[src/design/edfs_pkg.sv]
// ----------------------------------------------------------------------------
// edfs_pkg: shared types and codes for the EDF scheduler
// Field widths, operation and result codes, the task record and the
// scan summary passed between the scan unit and the sequencer.
// ----------------------------------------------------------------------------
package edfs_pkg;

	localparam int TIME_W = 32;
	localparam int COMP_W = 16;
	localparam int FUNC_W = 2;
	localparam int KIND_W = 3;
	localparam int SLOT_W = 5;

	localparam logic [FUNC_W-1:0] FUNC_ADD   = 2'd0;
	localparam logic [FUNC_W-1:0] FUNC_STEP  = 2'd1;
	localparam logic [FUNC_W-1:0] FUNC_CLEAR = 2'd2;
	localparam logic [FUNC_W-1:0] FUNC_NONE  = 2'd3;

	localparam logic [KIND_W-1:0] KIND_LOADED = 3'd0;
	localparam logic [KIND_W-1:0] KIND_RAN    = 3'd1;
	localparam logic [KIND_W-1:0] KIND_IDLE   = 3'd2;
	localparam logic [KIND_W-1:0] KIND_DONE   = 3'd3;
	localparam logic [KIND_W-1:0] KIND_FULL   = 3'd4;

	typedef logic [TIME_W-1:0] tstamp_t;
	typedef logic [COMP_W-1:0] units_t;

	localparam tstamp_t TIME_MAX = '1;

	typedef struct packed {
		tstamp_t arrival;
		units_t  compute;
		units_t  remaining;
		tstamp_t deadline;
		tstamp_t start_at;
		logic    started;
	} task_rec_t;

	typedef struct packed {
		logic      have;
		logic      pend;
		tstamp_t   next_arrival;
		task_rec_t best;
	} scan_res_t;

	typedef struct packed {
		logic [KIND_W-1:0] kind;
		logic [SLOT_W-1:0] task_slot;
		tstamp_t           time_now;
		logic              finished;
		tstamp_t           start_time;
		tstamp_t           finish_time;
		tstamp_t           turnaround;
		tstamp_t           waiting;
		logic              deadline_missed;
	} result_t;

endpackage

[src/design/edfs_ifs.sv]
// ----------------------------------------------------------------------------
// edfs_ifs: command and response channels of the EDF scheduler
// Valid/ready channels; an item moves when valid and ready are both high.
// ----------------------------------------------------------------------------
interface edfs_cmd_if;
	import edfs_pkg::*;

	logic              valid;
	logic              ready;
	logic [FUNC_W-1:0] func;
	tstamp_t           arrival_time;
	units_t            compute_time;
	tstamp_t           deadline;

	modport source (output valid, func, arrival_time, compute_time, deadline, input ready);
	modport sink   (input valid, func, arrival_time, compute_time, deadline, output ready);
endinterface

interface edfs_rsp_if;
	import edfs_pkg::*;

	logic              valid;
	logic              ready;
	logic [KIND_W-1:0] kind;
	logic [SLOT_W-1:0] task_slot;
	tstamp_t           time_now;
	logic              finished;
	tstamp_t           start_time;
	tstamp_t           finish_time;
	tstamp_t           turnaround;
	tstamp_t           waiting;
	logic              deadline_missed;

	modport source (output valid, kind, task_slot, time_now, finished, start_time,
		finish_time, turnaround, waiting, deadline_missed, input ready);
	modport sink   (input valid, kind, task_slot, time_now, finished, start_time,
		finish_time, turnaround, waiting, deadline_missed, output ready);
endinterface

[src/design/edfs_task_mem.sv]
// ----------------------------------------------------------------------------
// edfs_task_mem: task table storage
// One write port and one registered read port; entries hold whole task records.
// ----------------------------------------------------------------------------
module edfs_task_mem #(
	parameter int DEPTH = 32,
	parameter int AW    = $clog2(DEPTH)
) (
	input  logic                clk,
	input  logic                wr_en,
	input  logic [AW-1:0]       wr_addr,
	input  edfs_pkg::task_rec_t wr_data,
	input  logic                rd_en,
	input  logic [AW-1:0]       rd_addr,
	output edfs_pkg::task_rec_t rd_data
);
	import edfs_pkg::*;

	task_rec_t mem_q [DEPTH];

	always_ff @(posedge clk) begin
		if (wr_en) begin
			mem_q[wr_addr] <= wr_data;
		end
		if (rd_en) begin
			rd_data <= mem_q[rd_addr];
		end
	end

endmodule

[src/design/edfs_scan_unit.sv]
// ----------------------------------------------------------------------------
// edfs_scan_unit: shared compare unit for the slot scan
// Takes one task record a cycle and keeps the earliest ready deadline and
// the earliest pending arrival seen since the last start pulse.
// ----------------------------------------------------------------------------
module edfs_scan_unit #(
	parameter int AW = 5
) (
	input  logic                clk,
	input  logic                arst_n,
	input  logic                start,
	input  logic                valid,
	input  logic [AW-1:0]       slot,
	input  edfs_pkg::task_rec_t rec,
	input  edfs_pkg::tstamp_t   now,
	output edfs_pkg::scan_res_t res,
	output logic [AW-1:0]       best_slot
);
	import edfs_pkg::*;

	logic      have_q;
	logic      pend_q;
	tstamp_t   next_q;
	task_rec_t best_q;
	logic [AW-1:0] slot_q;

	logic is_live;
	logic is_ready;
	logic better;
	logic earlier;

	assign is_live  = rec.remaining != '0;
	assign is_ready = is_live && (rec.arrival <= now);
	// strict compares keep the lower slot on a full tie
	assign better   = !have_q || (rec.deadline < best_q.deadline) ||
		((rec.deadline == best_q.deadline) && (rec.arrival < best_q.arrival));
	assign earlier  = !pend_q || (rec.arrival < next_q);

	always_ff @(posedge clk or negedge arst_n) begin
		if (!arst_n) begin
			have_q <= 1'b0;
			pend_q <= 1'b0;
		end else if (start) begin
			have_q <= 1'b0;
			pend_q <= 1'b0;
		end else if (valid) begin
			if (is_ready && better) begin
				have_q <= 1'b1;
			end
			if (is_live && earlier) begin
				pend_q <= 1'b1;
			end
		end
	end

	always_ff @(posedge clk) begin
		if (valid && !start) begin
			if (is_ready && better) begin
				best_q <= rec;
				slot_q <= slot;
			end
			if (is_live && earlier) begin
				next_q <= rec.arrival;
			end
		end
	end

	assign res.have         = have_q;
	assign res.pend         = pend_q;
	assign res.next_arrival = next_q;
	assign res.best         = best_q;
	assign best_slot        = slot_q;

endmodule

[src/design/edf_preemptive_scheduler.sv]
// ----------------------------------------------------------------------------
// edf_preemptive_scheduler: preemptive earliest-deadline-first scheduler
// Holds a task table, loads tasks, steps the schedule one time unit per
// command and reports finish statistics.
// ----------------------------------------------------------------------------
//
//   channel  dir  handshake     carries
//   -------  ---  ------------  ----------------------------------------------
//   cmd      in   valid/ready   func, arrival_time, compute_time, deadline
//   rsp      out  valid/ready   kind, task_slot, time_now, finished, stats
//
// Add and clear go from the accepting state to the final state and then to the
// response register; a step scans the table, runs or idles in the exec state,
// and passes through the stats and wait states when the task run finishes.
// The scan reads one slot of the task table per cycle through its single
// read port into the shared compare unit.
// Reset empties the table and zeroes the clock; the table contents are not
// cleared, as only loaded slots are ever read.
// A stalled response holds in its output register; the next command is taken
// meanwhile and waits in its final state until that register frees.
// Command code three is taken and dropped without a response.
//
module edf_preemptive_scheduler #(
	parameter int MAX_TASKS = 32
) (
	input  logic  clk,
	input  logic  arst_n,
	edfs_cmd_if.sink   cmd,
	edfs_rsp_if.source rsp
);
	import edfs_pkg::*;

	localparam int AW = $clog2(MAX_TASKS);
	localparam int CW = $clog2(MAX_TASKS + 1);
	localparam logic [CW-1:0] COUNT_MAX = CW'(MAX_TASKS);

	typedef enum logic [2:0] {
		ST_IDLE,
		ST_SCAN,
		ST_EXEC,
		ST_STATS,
		ST_WAIT,
		ST_OUT
	} state_t;

	state_t  state_q;
	logic [CW-1:0] count_q;
	logic [CW-1:0] issue_q;
	tstamp_t now_q;
	logic    rd_valid_s1;
	logic [AW-1:0] rd_slot_s1;
	result_t res_q;
	result_t out_q;
	logic    out_valid_q;

	logic      cmd_acc;
	logic      scan_start;
	logic      scan_issue;
	logic      scan_done;
	logic      out_load;
	logic      mem_we;
	logic [AW-1:0] mem_waddr;
	task_rec_t mem_wdata;
	task_rec_t mem_rdata;
	task_rec_t add_rec;
	task_rec_t run_rec;
	result_t   idle_res;
	scan_res_t scan_res;
	logic [AW-1:0] best_slot;
	tstamp_t   now_inc;
	logic [AW+SLOT_W-1:0] add_slot_w;
	logic [AW+SLOT_W-1:0] run_slot_w;

	assign cmd.ready  = (state_q == ST_IDLE);
	assign cmd_acc    = cmd.valid && cmd.ready;
	assign scan_start = cmd_acc && (cmd.func == FUNC_STEP);
	assign scan_issue = (state_q == ST_SCAN) && (issue_q < count_q);
	assign scan_done  = (state_q == ST_SCAN) && !scan_issue && !rd_valid_s1;
	assign out_load   = (state_q == ST_OUT) && (!out_valid_q || rsp.ready);
	assign now_inc    = (now_q == TIME_MAX) ? now_q : now_q + TIME_W'(1);

	// Widen slot numbers, then keep the low bits for the report.
	assign add_slot_w = {SLOT_W'(0), count_q[AW-1:0]};
	assign run_slot_w = {SLOT_W'(0), best_slot};

	always_comb begin
		add_rec           = '0;
		add_rec.arrival   = cmd.arrival_time;
		add_rec.compute   = cmd.compute_time;
		add_rec.remaining = cmd.compute_time;
		add_rec.deadline  = cmd.deadline;

		// Take one unit off the chosen task; stamp its start on the first run.
		run_rec           = scan_res.best;
		run_rec.remaining = scan_res.best.remaining - COMP_W'(1);
		if (!scan_res.best.started) begin
			run_rec.started  = 1'b1;
			run_rec.start_at = now_q;
		end
	end

	// Response of a command taken in the idle state; a step fills in the rest
	// once its scan is over.
	always_comb begin
		idle_res          = '0;
		idle_res.time_now = now_q;
		unique case (cmd.func)
			FUNC_ADD: begin
				if (count_q == COUNT_MAX) begin
					idle_res.kind = KIND_FULL;
				end else begin
					idle_res.kind      = KIND_LOADED;
					idle_res.task_slot = add_slot_w[SLOT_W-1:0];
				end
			end
			FUNC_CLEAR: begin
				idle_res.kind     = KIND_DONE;
				idle_res.time_now = '0;
			end
			default: begin
				idle_res.kind = KIND_LOADED;
			end
		endcase
	end

	always_comb begin
		mem_we    = 1'b0;
		mem_waddr = count_q[AW-1:0];
		mem_wdata = add_rec;
		if (cmd_acc && (cmd.func == FUNC_ADD) && (count_q != COUNT_MAX)) begin
			mem_we = 1'b1;
		end else if ((state_q == ST_EXEC) && scan_res.have) begin
			mem_we    = 1'b1;
			mem_waddr = best_slot;
			mem_wdata = run_rec;
		end
	end

	edfs_task_mem #(
		.DEPTH (MAX_TASKS),
		.AW    (AW)
	) u_mem (
		.clk     (clk),
		.wr_en   (mem_we),
		.wr_addr (mem_waddr),
		.wr_data (mem_wdata),
		.rd_en   (scan_issue),
		.rd_addr (issue_q[AW-1:0]),
		.rd_data (mem_rdata)
	);

	edfs_scan_unit #(
		.AW (AW)
	) u_scan (
		.clk       (clk),
		.arst_n    (arst_n),
		.start     (scan_start),
		.valid     (rd_valid_s1),
		.slot      (rd_slot_s1),
		.rec       (mem_rdata),
		.now       (now_q),
		.res       (scan_res),
		.best_slot (best_slot)
	);

	// Sequencer: state, counters, clock and the response registers.
	always_ff @(posedge clk or negedge arst_n) begin
		if (!arst_n) begin
			state_q     <= ST_IDLE;
			count_q     <= '0;
			issue_q     <= '0;
			now_q       <= '0;
			rd_valid_s1 <= 1'b0;
			rd_slot_s1  <= '0;
			res_q       <= '0;
			out_q       <= '0;
			out_valid_q <= 1'b0;
		end else begin
			// Load the next response, or drop the current one once the sink takes it.
			if (out_load) begin
				out_q       <= res_q;
				out_valid_q <= 1'b1;
			end else if (rsp.ready) begin
				out_valid_q <= 1'b0;
			end

			rd_valid_s1 <= scan_issue;
			rd_slot_s1  <= issue_q[AW-1:0];

			unique case (state_q)
				ST_IDLE: begin
					if (cmd_acc) begin
						res_q <= idle_res;
						unique case (cmd.func)
							FUNC_ADD: begin
								if (count_q != COUNT_MAX) begin
									count_q <= count_q + CW'(1);
								end
								state_q <= ST_OUT;
							end
							FUNC_STEP: begin
								issue_q <= '0;
								state_q <= ST_SCAN;
							end
							FUNC_CLEAR: begin
								count_q <= '0;
								now_q   <= '0;
								state_q <= ST_OUT;
							end
							FUNC_NONE: begin
								state_q <= ST_IDLE;
							end
							default: begin
								state_q <= ST_IDLE;
							end
						endcase
					end
				end
				ST_SCAN: begin
					// Issue one slot a cycle; finish once the last read is compared.
					if (scan_issue) begin
						issue_q <= issue_q + CW'(1);
					end
					if (scan_done) begin
						state_q <= ST_EXEC;
					end
				end
				ST_EXEC: begin
					if (scan_res.have) begin
						now_q            <= now_inc;
						res_q.kind       <= KIND_RAN;
						res_q.task_slot  <= run_slot_w[SLOT_W-1:0];
						res_q.time_now   <= now_inc;
						if (scan_res.best.remaining == COMP_W'(1)) begin
							res_q.finished    <= 1'b1;
							res_q.start_time  <= scan_res.best.started ?
								scan_res.best.start_at : now_q;
							res_q.finish_time <= now_inc;
							state_q           <= ST_STATS;
						end else begin
							state_q <= ST_OUT;
						end
					end else if (scan_res.pend) begin
						now_q          <= scan_res.next_arrival;
						res_q.kind     <= KIND_IDLE;
						res_q.time_now <= scan_res.next_arrival;
						state_q        <= ST_OUT;
					end else begin
						res_q.kind <= KIND_DONE;
						state_q    <= ST_OUT;
					end
				end
				ST_STATS: begin
					res_q.turnaround <= now_q - scan_res.best.arrival;
					state_q          <= ST_WAIT;
				end
				ST_WAIT: begin
					// Floor waiting at zero when saturation shortens the turnaround.
					res_q.waiting <= (res_q.turnaround >= TIME_W'(scan_res.best.compute)) ?
						res_q.turnaround - TIME_W'(scan_res.best.compute) : '0;
					res_q.deadline_missed <= now_q > scan_res.best.deadline;
					state_q               <= ST_OUT;
				end
				ST_OUT: begin
					if (out_load) begin
						state_q <= ST_IDLE;
					end
				end
				default: begin
					state_q <= ST_IDLE;
				end
			endcase
		end
	end

	assign rsp.valid           = out_valid_q;
	assign rsp.kind            = out_q.kind;
	assign rsp.task_slot       = out_q.task_slot;
	assign rsp.time_now        = out_q.time_now;
	assign rsp.finished        = out_q.finished;
	assign rsp.start_time      = out_q.start_time;
	assign rsp.finish_time     = out_q.finish_time;
	assign rsp.turnaround      = out_q.turnaround;
	assign rsp.waiting         = out_q.waiting;
	assign rsp.deadline_missed = out_q.deadline_missed;

	a_count_bound: assert property (@(posedge clk) disable iff (!arst_n)
		count_q <= COUNT_MAX)
		else $error("task count beyond table size");

	a_clear_zeroes: assert property (@(posedge clk) disable iff (!arst_n)
		(cmd_acc && (cmd.func == FUNC_CLEAR)) |=> (count_q == '0 && now_q == '0))
		else $error("clear left table or clock set");

	a_time_monotonic: assert property (@(posedge clk) disable iff (!arst_n)
		!(cmd_acc && (cmd.func == FUNC_CLEAR)) |=> (now_q >= $past(now_q)))
		else $error("clock moved backwards");

	a_write_window: assert property (@(posedge clk) disable iff (!arst_n)
		mem_we |-> (state_q == ST_IDLE || state_q == ST_EXEC))
		else $error("table written outside add or run");

	a_rsp_from_out: assert property (@(posedge clk) disable iff (!arst_n)
		$rose(out_valid_q) |-> $past(state_q == ST_OUT))
		else $error("response raised outside final state");

endmodule

[src/flat_wrapper.sv]
// flat-port wrapper written by rule: the top's interface ports become plain ports
module edf_preemptive_scheduler_flat import edfs_pkg::*;
#(
	parameter int MAX_TASKS = 32
)
  (clk, arst_n, cmd_valid, cmd_func, cmd_arrival_time, cmd_compute_time, cmd_deadline, cmd_ready, rsp_valid, rsp_kind, rsp_task_slot, rsp_time_now, rsp_finished, rsp_start_time, rsp_finish_time, rsp_turnaround, rsp_waiting, rsp_deadline_missed, rsp_ready);
  edfs_cmd_if cmd_i ();
  edfs_rsp_if rsp_i ();
  input  logic clk;
  input  logic arst_n;
  input wire logic [$bits(cmd_i.valid)-1:0] cmd_valid;
  input wire logic [$bits(cmd_i.func)-1:0] cmd_func;
  input wire logic [$bits(cmd_i.arrival_time)-1:0] cmd_arrival_time;
  input wire logic [$bits(cmd_i.compute_time)-1:0] cmd_compute_time;
  input wire logic [$bits(cmd_i.deadline)-1:0] cmd_deadline;
  output wire logic [$bits(cmd_i.ready)-1:0] cmd_ready;
  output wire logic [$bits(rsp_i.valid)-1:0] rsp_valid;
  output wire logic [$bits(rsp_i.kind)-1:0] rsp_kind;
  output wire logic [$bits(rsp_i.task_slot)-1:0] rsp_task_slot;
  output wire logic [$bits(rsp_i.time_now)-1:0] rsp_time_now;
  output wire logic [$bits(rsp_i.finished)-1:0] rsp_finished;
  output wire logic [$bits(rsp_i.start_time)-1:0] rsp_start_time;
  output wire logic [$bits(rsp_i.finish_time)-1:0] rsp_finish_time;
  output wire logic [$bits(rsp_i.turnaround)-1:0] rsp_turnaround;
  output wire logic [$bits(rsp_i.waiting)-1:0] rsp_waiting;
  output wire logic [$bits(rsp_i.deadline_missed)-1:0] rsp_deadline_missed;
  input wire logic [$bits(rsp_i.ready)-1:0] rsp_ready;
  assign cmd_i.valid = cmd_valid;
  assign cmd_i.func = cmd_func;
  assign cmd_i.arrival_time = cmd_arrival_time;
  assign cmd_i.compute_time = cmd_compute_time;
  assign cmd_i.deadline = cmd_deadline;
  assign cmd_ready = cmd_i.ready;
  assign rsp_valid = rsp_i.valid;
  assign rsp_kind = rsp_i.kind;
  assign rsp_task_slot = rsp_i.task_slot;
  assign rsp_time_now = rsp_i.time_now;
  assign rsp_finished = rsp_i.finished;
  assign rsp_start_time = rsp_i.start_time;
  assign rsp_finish_time = rsp_i.finish_time;
  assign rsp_turnaround = rsp_i.turnaround;
  assign rsp_waiting = rsp_i.waiting;
  assign rsp_deadline_missed = rsp_i.deadline_missed;
  assign rsp_i.ready = rsp_ready;
  edf_preemptive_scheduler #(.MAX_TASKS(MAX_TASKS)) u_core (.clk(clk), .arst_n(arst_n), .cmd(cmd_i), .rsp(rsp_i));
endmodule
[config.mk]
export PLATFORM = sky130hd
export DESIGN_NAME = edf_preemptive_scheduler_flat
export DESIGN_NICKNAME = d
export VERILOG_FILES = /design/src/design/edfs_pkg.sv /design/src/design/edfs_ifs.sv /design/src/design/edfs_task_mem.sv /design/src/design/edfs_scan_unit.sv /design/src/design/edf_preemptive_scheduler.sv /design/src/flat_wrapper.sv
export SDC_FILE = /design/constraint.sdc
export NUM_CORES = 2
export LEC_CHECK = 0
export BUFFER_PORTS_ARGS = -buffer_cell sky130_fd_sc_hd__buf_2
export CAP_MARGIN = 10
export CORE_MARGIN = 1
export CORE_UTILIZATION = 45
export CTS_BUF_LIST = sky130_fd_sc_hd__clkbuf_8 sky130_fd_sc_hd__clkbuf_16
export DETAILED_ROUTE_END_ITERATION = 6
export GPL_ROUTABILITY_DRIVEN = 1
export MAX_ROUTING_LAYER = met4
export PLACE_DENSITY = 0.58
export SLEW_MARGIN = 20
export SYNTH_ARGS = -nofsm -noshare
export SYNTH_HDL_FRONTEND = slang
export SYNTH_MEMORY_MAX_BITS = 65536
export SYNTH_SLANG_ARGS = --single-unit
[constraint.sdc]
create_clock -name clk -period 17.22 [get_ports clk]
set_clock_uncertainty 0.2 [all_clocks]
set_input_delay 0.861 -clock clk [delete_from_list [all_inputs] [get_ports clk]]
set_output_delay 0.861 -clock clk [all_outputs]
set_load 0.05 [all_outputs]
==> impl_summary.log <==
INFO  metric slew_viol_final = 0
INFO  metric most_frequently_used_flop_master_after_synthesis = edfxtp_1
INFO  metric detail_route.first_pass.iterations = 6
INFO  metric synth-edff-count = 4423
INFO  metric io_pins = 258
INFO  metric chipWidth = 648 um
INFO  metric place_hpwl = 303000 um
INFO  metric mostFrequentLayoutCells = edfxtp_1, mux4_2, clkbuf_16, dfrtp_1, mux2_2
INFO  metric tns = 0 ns
INFO  metric initial_core_utilization = 0.453
INFO  metric fmaxAchievable = 145 MHz
INFO  metric tritoncts_buffer_count = 475
INFO  metric ctsHtreeMaxLevel = 5
INFO  metric critical-path-top-cell-by-count = buf_4
INFO  metric share_comb_of_total_power = 0.285
INFO  metric startpoint = u_core.issue_q[1]
INFO  metric synth-seq-cells = 4787
INFO  metric holdCritStartpoint = cmd_valid
INFO  metric final_cells = 15200
INFO  metric drt-initial-drc-count = 11700
INFO  metric worst_ir_drop_vdd = 215 uV
INFO  metric worst-endpoint-required = 17.77 ns
INFO  metric drt_drc_violations_left = 0
INFO  metric timing.setup.critical_path_class = reg -> reg
INFO  metric synthDominantCellAreaShare = 0.708
INFO  metric port_buffers = 257
INFO  metric detail_route.wirelength = 539000 um
INFO  metric globalRoute.totalOverflow = 0
INFO  metric fin_crit = 6.89 ns
INFO  metric global_router_s_overall_resource_usage = 0.263
INFO  metric clkLatencyLatePin = 1.05 ns
INFO  metric grt_start_max_net_pins = 139
INFO  metric synth-async-reset-ratio = 0.0760
INFO  metric ratio_of_cells_with_drive_above_1_in_the_final_layout = 0.308
INFO  metric power_report.internal_total = 24.0 mW
INFO  metric setup_ws = 10.33 ns
INFO  metric hold_violations = 0
INFO  metric netSwitchingFraction = 0.311
INFO  metric die-area = 419000 um2
INFO  metric netlist.top_cell.by_area = edfxtp_1
INFO  metric synth_fp_nets = 8918
INFO  metric worst_max_slew_pin_slew = 1.27 ns
INFO  metric max_cap_viol_count = 0
INFO  metric p_seq_frac = 0.419
INFO  metric rows = 236
INFO  metric clock_tree.buffer_depth = 4
INFO  metric worst-path-max-fanout = 131
INFO  metric layout.nets = 9549
INFO  metric critical_path.reg2reg.startpoint = u_core.issue_q[1]
INFO  metric post_synth_inst_count = 8614
INFO  metric die_h = 648 um
INFO  metric timing.critical_path.slowest_stage_cell = dfrtp_4
INFO  metric clk_root_buffer_cell = clkbuf_16
INFO  metric ff2ff_setup_slack = 10.33 ns
INFO  metric startpoint_type = register
INFO  metric cp_slowest_stage_delay = 1.03 ns
INFO  metric critical_path.n_buffers_inverters = 5
INFO  metric run_status = completed
INFO  metric power.clock.fraction = 0.296
INFO  metric finish.instance_area = 213000 um2
INFO  metric setup_violations = 0
INFO  metric fin_total_pwr = 34.9 mW
INFO  metric floorplan.core_area = 414000 um2
INFO  metric power_density = 164 nW/um2
INFO  metric filler_cell_count = 32300
INFO  metric pre_cts_slack = 10.42 ns
INFO  metric setup_repair_after_global_routing_missed_its_margin = no
INFO  metric yosysWarnings = 0
INFO  metric power.leakage = 70.8 nW
INFO  metric grt_pass1_vias = 93800
INFO  metric final_core_util = 0.515
INFO  metric max-slew-margin-rel = 0.150
INFO  metric cts_sinks = 4787
INFO  metric grt_antenna_before_repair = 25
INFO  metric post_drt_via_cell_ratio = 6.21
INFO  metric via_count = 94200
INFO  metric cp.arrival = 7.44 ns
INFO  metric critical_path.endpoint_type = register
INFO  metric timing.critical_path.cells = buf_4 -> buf_4 -> buf_4 -> buf_12 -> buf_4 -> mux4_2 -> mux4_2 -> mux2_2
INFO  metric ys_seq_area_frac = 0.757
INFO  metric path_class_of_the_lowest_slack_min_delay_path = in -> reg
INFO  metric synth_area_per_cell = 21.8 um2
INFO  metric routed_wire_length_per_instance = 35.6 um
INFO  metric synth_area = 188000 um2
INFO  metric dpl.cell_count = 14200
INFO  metric routabilityCongestion = 0.884
INFO  metric tritoncts = done
INFO  metric power.switching = 10.9 mW
INFO  metric synth_top_cells_by_area = edfxtp_1, mux4_2, dfrtp_1
INFO  metric worst_path_dominant_cell_family = buffers and inverters
INFO  metric synth_cell_type_count = 78
INFO  metric dpl_cell_area = 197000 um2
INFO  metric layout.cells.most_common = edfxtp_1
INFO  metric grt_pass1_wl = 748000 um
INFO  metric hold_slack = 0.0977 ns
INFO  metric drt.antenna.violating_nets = 0
INFO  metric clk_pin_slew = 0.06 ns
INFO  metric cts_repair_resize_count = 0
INFO  metric timing.final.crit_share = 0.400
INFO  metric syn2layout_area_growth = 13.6%
==> synth_stat cells (5+ instances only) <==
master / count
a2111oi_0: 5
a211o_1: 5
a211oi_1: 16
a21o_1: 67
a21oi_1: 98
a221oi_1: 5
a22o_2: 6
a31oi_1: 10
a32oi_1: 10
and2_1: 6
and3_1: 11
and4_1: 7
buf_1: 64
buf_2: 5
clkbuf_1: 337
dfrtp_1: 364
edfxtp_1: 4423
ha_1: 216
inv_1: 166
mux2_2: 300
mux2i_1: 34
mux4_2: 1290
nand2_1: 278
nand2b_1: 21
nand3_1: 53
nand3b_1: 5
nand4_1: 49
nor2_1: 160
nor2b_1: 20
nor3_1: 29
nor4_1: 24
o211ai_1: 8
o21a_1: 12
o21ai_0: 270
o21ai_2: 20
o221ai_1: 7
o22ai_1: 16
o31ai_1: 12
or2_2: 7
or3_1: 11
xnor2_1: 72
xor2_1: 31
==> final cells by class <==
class                           instances  area, um2  share of cell area
Multi-Input combinational cell       3250      44200               0.207
Sequential cell                      4787     142000               0.666
Clock buffer                          488      12100              0.0569
Timing Repair Buffer                  563       3970              0.0186
Tap cell                             5474       6850              0.0321
Antenna cell                           34       85.1            0.000399
Clock inverter                        397       3350              0.0157
Inverter                              168        636             0.00298
==> per-layer routing <==
layer  vias up  GRT usage  wire length [um]
met4         0     0.0688             15400
met3       736     0.0392             43600
met2      4474      0.399            253000
met5         -          -                 0
li1      37200          -                 -
met1     51700      0.376            227000
==> state kept, by name, summed over array words and instances (netlist names), 6 cells and up <==
signal,flops
u_core.rsp.waiting,32
u_core.u_mem.rd_data,129
u_core.rsp.time_now,32
u_core.rsp.turnaround,32
u_core.count_q,6
u_core.rsp.start_time,32
u_core.u_mem.mem_q,4128
u_core.u_scan.res,129
u_core.u_scan.next_q,32
u_core.issue_q,6
u_core.res_q,170
u_core.rsp.finish_time,32
==> cells by family after synthesis <==
family,Yosys count,share of synthesized area
simple gates,700,0.0175
compound gates,605,0.0199
flops,4787,0.757
fa+ha+maj,218,0.0146
mux,1624,0.175
buf+inv,577,0.0118
xor+xnor,103,0.00481
==> power by group through the flow <==
stage	registers [mW]	logic [mW]	clock network (mW)
final	14.6	9.94	10.3
after floorplan	14.8	6.54	0
after global routing	14.6	10.5	10.9
after CTS	14.6	9.99	10.5
after global placement	14.8	9.83	0
after detailed placement	14.8	9.94	0
==> path summary, 6_finish.rpt <==
check / endpoint / cells past startpoint
max in group asynchronous: u_core.res_q[145] / 4
hold reg to reg: u_core.u_scan.res[13] / 0
min in group asynchronous: u_core.rsp.waiting[15] / 2
hold / removal: u_core.state_q[0] / 4
setup / recovery: u_core.u_mem.rd_data[70] / 8
setup reg to reg: u_core.u_mem.rd_data[70] / 8
==> tightest hold or removal path, stage by stage <==
cell	delay, ns
buf_2	0.14
nand2_1	0.07
a32oi_1	0.05
a21o_1	0.17
==> repair_timing <==
| action | in CTS | in global routing |
|---|---|---|
| endpoints found under the hold margin | 106 | 0 |
| setup buffers | 0 | 0 |
| hold buffers | 5 | 0 |
No activity file was read; power rests on OpenSTA's default activity.
